[config.mk]
export PLATFORM = sky130hd
export DESIGN_NAME = double_ended_queue_unit
export DESIGN_NICKNAME = d
export VERILOG_FILES = /design/src/deq_pkg.sv /design/src/double_ended_queue_unit.sv
export SDC_FILE = /design/constraint.sdc
export NUM_CORES = 2
export LEC_CHECK = 0
export BUFFER_PORTS_ARGS = -buffer_cell sky130_fd_sc_hd__buf_2
export CAP_MARGIN = 40
export CORE_MARGIN = 3
export CORE_UTILIZATION = 37
export CTS_CLUSTER_DIAMETER = 40
export DETAILED_ROUTE_END_ITERATION = 7
export PLACE_DENSITY = 0.64
export SLEW_MARGIN = 20
export SYNTH_ARGS = -nofsm -noshare
export SYNTH_HDL_FRONTEND = slang
export SYNTH_SLANG_ARGS = --single-unit
export TNS_END_PERCENT = 10
[constraint.sdc]
create_clock -name clk -period 6.2 [get_ports clk]
set_input_delay 0.31 -clock clk [delete_from_list [all_inputs] [get_ports clk]]
set_output_delay 0.31 -clock clk [all_outputs]
set_load 0.02 [all_outputs]
[src/deq_pkg.sv]
// ----------------------------------------------------------------------------
// deq_pkg
// Shared types and codes of the double-ended queue unit: command and result
// beats, opcodes, status codes and sizing constants.
// ----------------------------------------------------------------------------
package deq_pkg;

  localparam int CAPACITY  = 16;
  localparam int WORD_BITS = 64;
  localparam int IDX_W     = $clog2(CAPACITY);
  localparam int CNT_W     = $clog2(CAPACITY + 1);

  localparam logic [2:0] OP_NONE       = 3'd0;
  localparam logic [2:0] OP_PUSH_FRONT = 3'd1;
  localparam logic [2:0] OP_PUSH_BACK  = 3'd2;
  localparam logic [2:0] OP_POP_FRONT  = 3'd3;
  localparam logic [2:0] OP_POP_BACK   = 3'd4;

  localparam logic [1:0] STAT_OK    = 2'd0;
  localparam logic [1:0] STAT_EMPTY = 2'd1;
  localparam logic [1:0] STAT_FULL  = 2'd2;

  typedef struct packed {
    logic [2:0]  opcode;
    logic [63:0] data_word;
  } deq_in_t;

  typedef struct packed {
    logic [1:0]  status;
    logic [4:0]  entry_count;
    logic        is_empty;
    logic [63:0] front_word;
    logic [63:0] back_word;
  } deq_out_t;

endpackage

[src/double_ended_queue_unit.sv]
// ----------------------------------------------------------------------------
// double_ended_queue_unit
// Bounded double-ended queue of raw words kept in a circular store with head
// and tail pointers and a fill count; reports status and both ends per beat.
// ----------------------------------------------------------------------------
//
//   channel  | ports                 | handshake
//   ---------+-----------------------+----------------------------------------
//   command  | start, busy, cmd      | beat taken when start & !busy
//   result   | done, result          | one-cycle strobe, receiver cannot stall
//
// Every command runs through an accept, a read and a result cycle: the accept
// cycle moves the pointers and writes a pushed word, the read cycle reads the
// front and back slots, and the result cycle presents the result with done,
// since the slot store's reads are registered. busy stays high from the accept
// edge until the result cycle ends. Reset clears state, pointers, count and
// status; the slot store is not cleared, and a slot is read out only after it
// was written.
module double_ended_queue_unit
  import deq_pkg::*;
(
  input  logic     clk,
  input  logic     rst,
  input  logic     start,
  output logic     busy,
  input  deq_in_t  cmd,
  output logic     done,
  output deq_out_t result
);

  // sequencer codes
  localparam logic [1:0] S_IDLE = 2'd0;
  localparam logic [1:0] S_READ = 2'd1;
  localparam logic [1:0] S_DONE = 2'd2;

  logic [1:0]           state;
  logic [1:0]           state_next;

  logic [IDX_W-1:0]     head;
  logic [IDX_W-1:0]     head_next;
  logic [IDX_W-1:0]     tail;
  logic [IDX_W-1:0]     tail_next;
  logic [CNT_W-1:0]     count;
  logic [CNT_W-1:0]     count_next;
  logic [1:0]           stat;
  logic [1:0]           stat_next;

  logic                 accept;
  logic                 wr_en;
  logic [IDX_W-1:0]     wr_addr;
  logic [WORD_BITS-1:0] wr_data;
  logic [IDX_W-1:0]     back_idx;

  logic [WORD_BITS-1:0] slots [CAPACITY];
  logic [WORD_BITS-1:0] rd_front;
  logic [WORD_BITS-1:0] rd_back;

  function automatic logic [IDX_W-1:0] wrap_inc(input logic [IDX_W-1:0] i);
    return (i == IDX_W'(CAPACITY - 1)) ? '0 : i + 1'b1;
  endfunction

  function automatic logic [IDX_W-1:0] wrap_dec(input logic [IDX_W-1:0] i);
    return (i == '0) ? IDX_W'(CAPACITY - 1) : i - 1'b1;
  endfunction

  assign busy   = (state != S_IDLE);
  assign accept = start && !busy;

  // Work out pointer moves, the count and the store write for this beat.
  always_comb begin
    head_next  = head;
    tail_next  = tail;
    count_next = count;
    stat_next  = STAT_OK;
    wr_en      = 1'b0;
    wr_addr    = tail;
    wr_data    = cmd.data_word[WORD_BITS-1:0];
    case (cmd.opcode)
      OP_PUSH_FRONT: begin
        if (count == CNT_W'(CAPACITY)) begin
          stat_next = STAT_FULL;          // drop the word
        end else begin
          head_next  = wrap_dec(head);
          wr_en      = 1'b1;
          wr_addr    = wrap_dec(head);
          count_next = count + 1'b1;
        end
      end
      OP_PUSH_BACK: begin
        if (count == CNT_W'(CAPACITY)) begin
          stat_next = STAT_FULL;
        end else begin
          tail_next  = wrap_inc(tail);
          wr_en      = 1'b1;
          wr_addr    = tail;
          count_next = count + 1'b1;
        end
      end
      OP_POP_FRONT: begin
        if (count == '0) begin
          stat_next = STAT_EMPTY;
        end else begin
          head_next  = wrap_inc(head);
          count_next = count - 1'b1;
        end
      end
      OP_POP_BACK: begin
        if (count == '0) begin
          stat_next = STAT_EMPTY;
        end else begin
          tail_next  = wrap_dec(tail);
          count_next = count - 1'b1;
        end
      end
      default: begin
        // none and unused opcodes: hold everything, report success
      end
    endcase
  end

  always_comb begin
    case (state)
      S_IDLE:  state_next = accept ? S_READ : S_IDLE;
      S_READ:  state_next = S_DONE;
      S_DONE:  state_next = S_IDLE;
      default: state_next = S_IDLE;
    endcase
  end

  always_ff @(posedge clk) begin
    if (rst) begin
      state <= S_IDLE;
      head  <= '0;
      tail  <= '0;
      count <= '0;
      stat  <= STAT_OK;
    end else begin
      state <= state_next;
      if (accept) begin
        head  <= head_next;
        tail  <= tail_next;
        count <= count_next;
        stat  <= stat_next;
      end
    end
  end

  // Slot store: one write port, two registered read ports. Reads use the
  // pointers as they stand, so in the read cycle they see the updated ends.
  assign back_idx = wrap_dec(tail);

  always_ff @(posedge clk) begin
    if (accept && wr_en) begin
      slots[wr_addr] <= wr_data;
    end
  end

  always_ff @(posedge clk) begin
    rd_front <= slots[head];
    rd_back  <= slots[back_idx];
  end

  // Result beat: both ends read as zero on an empty queue.
  assign done               = (state == S_DONE);
  assign result.status      = stat;
  assign result.entry_count = 5'(count);
  assign result.is_empty    = (count == '0);
  assign result.front_word  = (count == '0) ? 64'd0 : 64'(rd_front);
  assign result.back_word   = (count == '0) ? 64'd0 : 64'(rd_back);

endmodule

Word level (Yosys, flattened, before mapping)
Memories as Yosys holds them, arrays and structs flattened. A register that Yosys moved wholly into a read port is not among the register bits.
Cells that the tools add are included.
W data, S select, Z words.
{"block": "totals", "wordCells": 69, "n_memories": 1, "inputBits": 70, "ram_bits": 1024, "register_bits": 17, "out_inout_bits": 138}
{"name": "slots", "words": 16, "word_bits": 64, "rd": 2, "rd_clocked_by_memory_dff": 2, "write_ports": 1, "line_no": "double_ended_queue_unit.sv:54", "text": "logic [WORD_BITS-1:0] slots [CAPACITY];"}
{"block": "classes", "n_mux": 26, "reduce_logical": 16, "eq_ne": 15, "addsub": 6}
{"operator": "$mux W64", "count": 2}
{"operator": "$mux W4", "count": 10}
{"operator": "$pmux W4 S2", "count": 2}
{"operator": "$ne A2 B2 Y1 const B", "count": 6}
{"operator": "$reduce_and A4 Y1", "count": 3}
{"operator": "$mux W5", "count": 2}
{"operator": "$pmux W5 S2", "count": 1}
{"operator": "$add A4 B1 Y4 const B", "count": 2}
{"operator": "$eq A4 B4 Y1 const B", "count": 2}
{"operator": "$logic_not A4 Y1", "count": 2}
{"operator": "$pmux W2 S2", "count": 2}
{"operator": "$reduce_bool A2 Y1", "count": 4}
{"operator": "$sub A4 B1 Y4 const B", "count": 2}
{"operator": "$eq A3 B2 Y1 const B", "count": 2}
{"operator": "$mux W1", "count": 6}
{"operator": "$add A5 B1 Y5 const B", "count": 1}
{"operator": "$eq A5 B5 Y1 const B", "count": 1}
{"operator": "$logic_not A5 Y1", "count": 1}
{"operator": "$sub A5 B1 Y5 const B", "count": 1}
{"operator": "$reduce_or A2 Y1", "count": 2}
{"operator": "$eq A3 B1 Y1 const B", "count": 1}
{"operator": "$eq A3 B3 Y1 const B", "count": 1}
{"operator": "$eq A2 B1 Y1 const B", "count": 1}
{"operator": "$eq A2 B2 Y1 const B", "count": 1}
{"operator": "other kinds (4)", "count": 5}

Longest topological paths before layout
{"block": "depth", "ltp_word": 6, "ltp_mapped": 14, "depth_no_buf": 8}

Least setup slack after synthesis
Ideal clock, no wire load.
{"block": "synth_path", "path_kind": "reg2reg", "startpoint": "register head[0]", "endpoint": "memory slots[0][0] (enable)", "path_buffers": 2, "t_arrival_ps": 4683, "slack_ps": 1024, "path_stages_with_launch": 10, "setup_time_ps": 494, "period_less_slack_ps": 5176, "required_ps": 5706, "cell_sequence": "dfxtp_1 -> clkbuf_1 -> clkbuf_1 -> inv_1 -> ha_1 -> o21bai_1 -> a21oi_1 -> a41oi_1 -> o31a_1 -> nor2b_1"}
{"block": "synth_between", "elab_chain_len": 4, "word_cells_on_any_way": 5, "classes_between": "add/sub: 1; mux: 3; reduce/logical: 1"}
{"item": "start: declaration", "line_no": "double_ended_queue_unit.sv:39", "text": "logic [IDX_W-1:0] head;"}
{"item": "start signal: assignment", "line_no": "double_ended_queue_unit.sv:140", "text": "head <= head_next;"}
{"item": "$sub A4 B1 Y4 or $logic_not A4 Y1 (tied branches)", "line_no": "double_ended_queue_unit.sv:63", "text": "return (i == '0) ? IDX_W'(CAPACITY - 1) : i - 1'b1;"}
{"item": "$mux W4 (*)", "line_no": "double_ended_queue_unit.sv:63"}
{"item": "$mux W4 (*)", "line_no": "double_ended_queue_unit.sv:80", "text": "if (count == CNT_W'(CAPACITY)) begin"}
{"item": "$mux W4 (*)"}
{"item": "end: declaration", "line_no": "double_ended_queue_unit.sv:54"}
Every way passes the cells marked *; elsewhere a longest branch is shown, timed or not.

Worst setup path after layout
{"block": "layout_path", "startpoint": "register tail[0]", "endpoint": "register rd_back[61] (read register of slots)"}
{"block": "layout_between", "elab_chain_len": 2, "word_cells_on_any_way": 3, "classes_between": "add/sub: 1; mux: 1; reduce/logical: 1"}
{"item": "start: declaration", "line_no": "double_ended_queue_unit.sv:41", "text": "logic [IDX_W-1:0] tail;"}
{"item": "start signal: assignment", "line_no": "double_ended_queue_unit.sv:141", "text": "tail <= tail_next;"}
{"item": "$sub A4 B1 Y4 or $logic_not A4 Y1 (tied branches)", "line_no": "double_ended_queue_unit.sv:63"}
{"item": "$mux W4 (*)", "line_no": "double_ended_queue_unit.sv:63"}
{"item": "end: declaration", "line_no": "double_ended_queue_unit.sv:56", "text": "logic [WORD_BITS-1:0] rd_back;"}
Marked as above.
A chain may end at the register's enable or synchronous reset.

==> impl_metrics.csv <==
group,metric,value,unit
sta,maxSlewHeadroom,35.4,%
die,die_y,378,um
sta,tns,0,ns
die,initial_core_util,37.5,%
die,core_area,136000,um^2
yosys,synth_edf_count,1024,
route,drc,0,
worst_setup_path,path_class,"register to register",
worst_setup_path,required,6.83,ns
die,die-area,143000,um^2
finish,fin_nets,3274,
clocking,clock_sinks,1169,
yosys,syn_avg_cell_area,17.6,um^2
sta,rsz0062_at_grt,"no",
finish,seq_area,33700,um^2
worst_setup_path,reg2reg_setup_slack,1.91,ns
global_route,grt_pass1_wl,225,mm
yosys,ys_seq_elements,1169,
placed_design,pre_cts_ws,1.90,ns
clocking,cts-resized-gates,0,
finish,syn2layout_area_growth,18.5,%
yosys,syn_inst,2915,
clocking,clock_latency,0.78,ns
global_route,overflow,0,
route,drt_iter0_drc,4400,
yosys,yosysSeqAreaShare,65.7,%
placed_design,placed_cells,4750,
route,num_vias,31775,
finish,utilization,44.5,%
pwr,ir_drop,258,uV
global_route,grtUsageTotal,21.6,%
route,wl_per_cell,30.6,um
route,first_pass_iters,7,
yosys,yosys.area.top_type,"edfxtp_1",
yosys,syn_area,51200,um^2
global_route,grt_max_degree,96,
die,rows,135,
pwr,p_total,19.2,mW
sta,min_period,4.29,ns
route,vias_per_cell,6.22,
yosys,synth_compound_area_share,7.51,%
clocking,cts_buffers,149,
yosys,synth_common_cells,"edfxtp_1 (1024), mux4_2 (393), nor2b_1 (147)",
clocking,tritoncts,"yes",
global_route,grt_pass1_vias,32000,
worst_setup_path,cp_max_fo,60,
pwr,p_leak,19.4,nW
finish,final_area,60700,um^2
outcome,status,"finished clean",
sta,setup-violations-final,0,
sta,fin_ws,1.91,ns
die,die_w,378,um
placed_design,globalplace.congestion,0.816,
flow_run,max_cap_viol_count,0,
yosys,synthAdderAreaFrac,0.210,%
yosys,synth_top_area_share,60.1,%
clocking,clock_path_buffers,3,
sta,max_clock_freq,0.233,GHz
finish,multiInputGateArea,16600,um^2
worst_setup_path,cp_data_arrival_time,4.93,ns
placed_design,placedInstanceArea,54700,um^2
yosys,async_flop_share,0,%
yosys,synth_area_leaders,"edfxtp_1 (60%), mux4_2 (17%), dfxtp_1 (5.7%)",
worst_setup_path,start_kind,"register",
sta,finalHoldViolations,0,
clocking,cts_root_buf,"clkbuf_16",
yosys,yosysMostFrequentCell,"edfxtp_1",
yosys,synthMuxAreaShare,19.1,%
yosys,syn-num-nets,2993,
placed_design,hpwlAfterDp,88.3,mm
sta,min_period_over_period,69.2,%
sta,clock_skew,0.0477,ns
yosys,synth_cell_types,80,
clocking,htree_levels,4,
placed_design,portBuffers,207,
sta,worstMarginPinSlew,0.969,ns
sta,hold_ws,0.0620,ns
yosys,yosys.area_share.simple,4.93,%
sta,slew_violations,0,
yosys,synth-xor-area-share,0.205,%
route,wl,157,mm
min_path,hold_class,"primary input to register",
die,io_pins,208,
finish,drive_gt1_share,30.5,%
clocking,cts.hold.buffers_added,66,
yosys,yosys_warnings,0,
pwr,power.density,316,nW/um^2
finish,fillers,11629,
yosys,synth_top_family_by_area,"multiplexers",
finish,layout.cells.non_filler,5112,
route,ant_nets,0,
global_route,antenna_found_initial,16,
clocking,clkTransAtPathRegs,0.06,ns
clocking,post_cts_buffers,0,
worst_setup_path,end_kind,"register",
yosys,synth_flop_cell,"edfxtp_1",
==> where the power goes <==
group | switching [mW] | internal, mW | total, mW
clock | 3.50 | 5.23 | 8.74
combinational | 1.03 | 0.628 | 1.66
sequential | 0.111 | 8.69 | 8.80
total | 4.65 | 14.5 | 19.2
==> layout by cell type, fill, tap and decap left out, types with 43 or more instances in the layout <==
cell type | netlist | routed
edfxtp_1 | 1024 | 1024
mux4_2 | 393 | 393
buf_2 | 57 | 208
clkbuf_16 | 0 | 155
nor2b_1 | 147 | 142
nand2_1 | 143 | 142
dfxtp_1 | 145 | 141
a21oi_1 | 133 | 133
dlygate4sd3_1 | 0 | 66
mux2i_1 | 64 | 64
buf_4 | 4 | 64
a22oi_1 | 51 | 51
a222oi_1 | 45 | 45
nor3_1 | 43 | 43
==> final cells by class <==
class | count | area share (%)
inverters | 10 | 0.0784
clock buffers | 180 | 6.65
well taps | 1781 | 3.67
repair buffers | 373 | 4.91
diodes | 8 | 0.0330
flip-flops and latches | 1169 | 55.5
clock inverters | 98 | 1.74
multi-input cells | 1493 | 27.4
==> path summary, 6_finish.rpt <==
kind | depth (start not counted) | startpoint | end
setup / recovery | 9 | tail[0] | rd_back[61]
hold / removal | 5 | start | stat[0]
setup reg to reg | 9 | tail[0] | rd_back[61]
hold reg to reg | 1 | state[1] | state[1]
==> state kept, by name, summed over array words and instances (netlist names) <==
| name | count |
|---|---|
| count | 5 |
| rd_back | 64 |
| stat | 2 |
| tail | 4 |
| rd_front | 64 |
| state | 2 |
| slots | 1024 |
| head | 4 |
==> logic make-up (layout without fill, tap and decap cells) <==
family,Yosys count,after routing
simple gates,485,485
flops,1169,1169
fa+ha+maj,8,8
other cells,0,8
compound gates,513,513
buf+inv,253,661
mux,475,475
xor+xnor,12,12
==> worst max-delay path: stages, from the launching register on <==
cell and delay (ns):
dfxtp_4 0.49, inv_2 0.08, buf_4 0.22, ha_4 0.34, or3b_4 0.72, nand2_8 0.67, buf_4 0.48, mux4_2 0.55
o2bb2ai_1 0.14, a2111o_1 0.40
==> metal layers <==
| layer | GRT usage, % | routed length [um] |
|---|---|---|
| met5 | 0 | 58 |
| met1 | 29.7 | 62000 |
| met4 | 7.35 | 4920 |
| met2 | 34.0 | 73900 |
| met3 | 4.80 | 15800 |
Power figures use the tool's default switching activity.
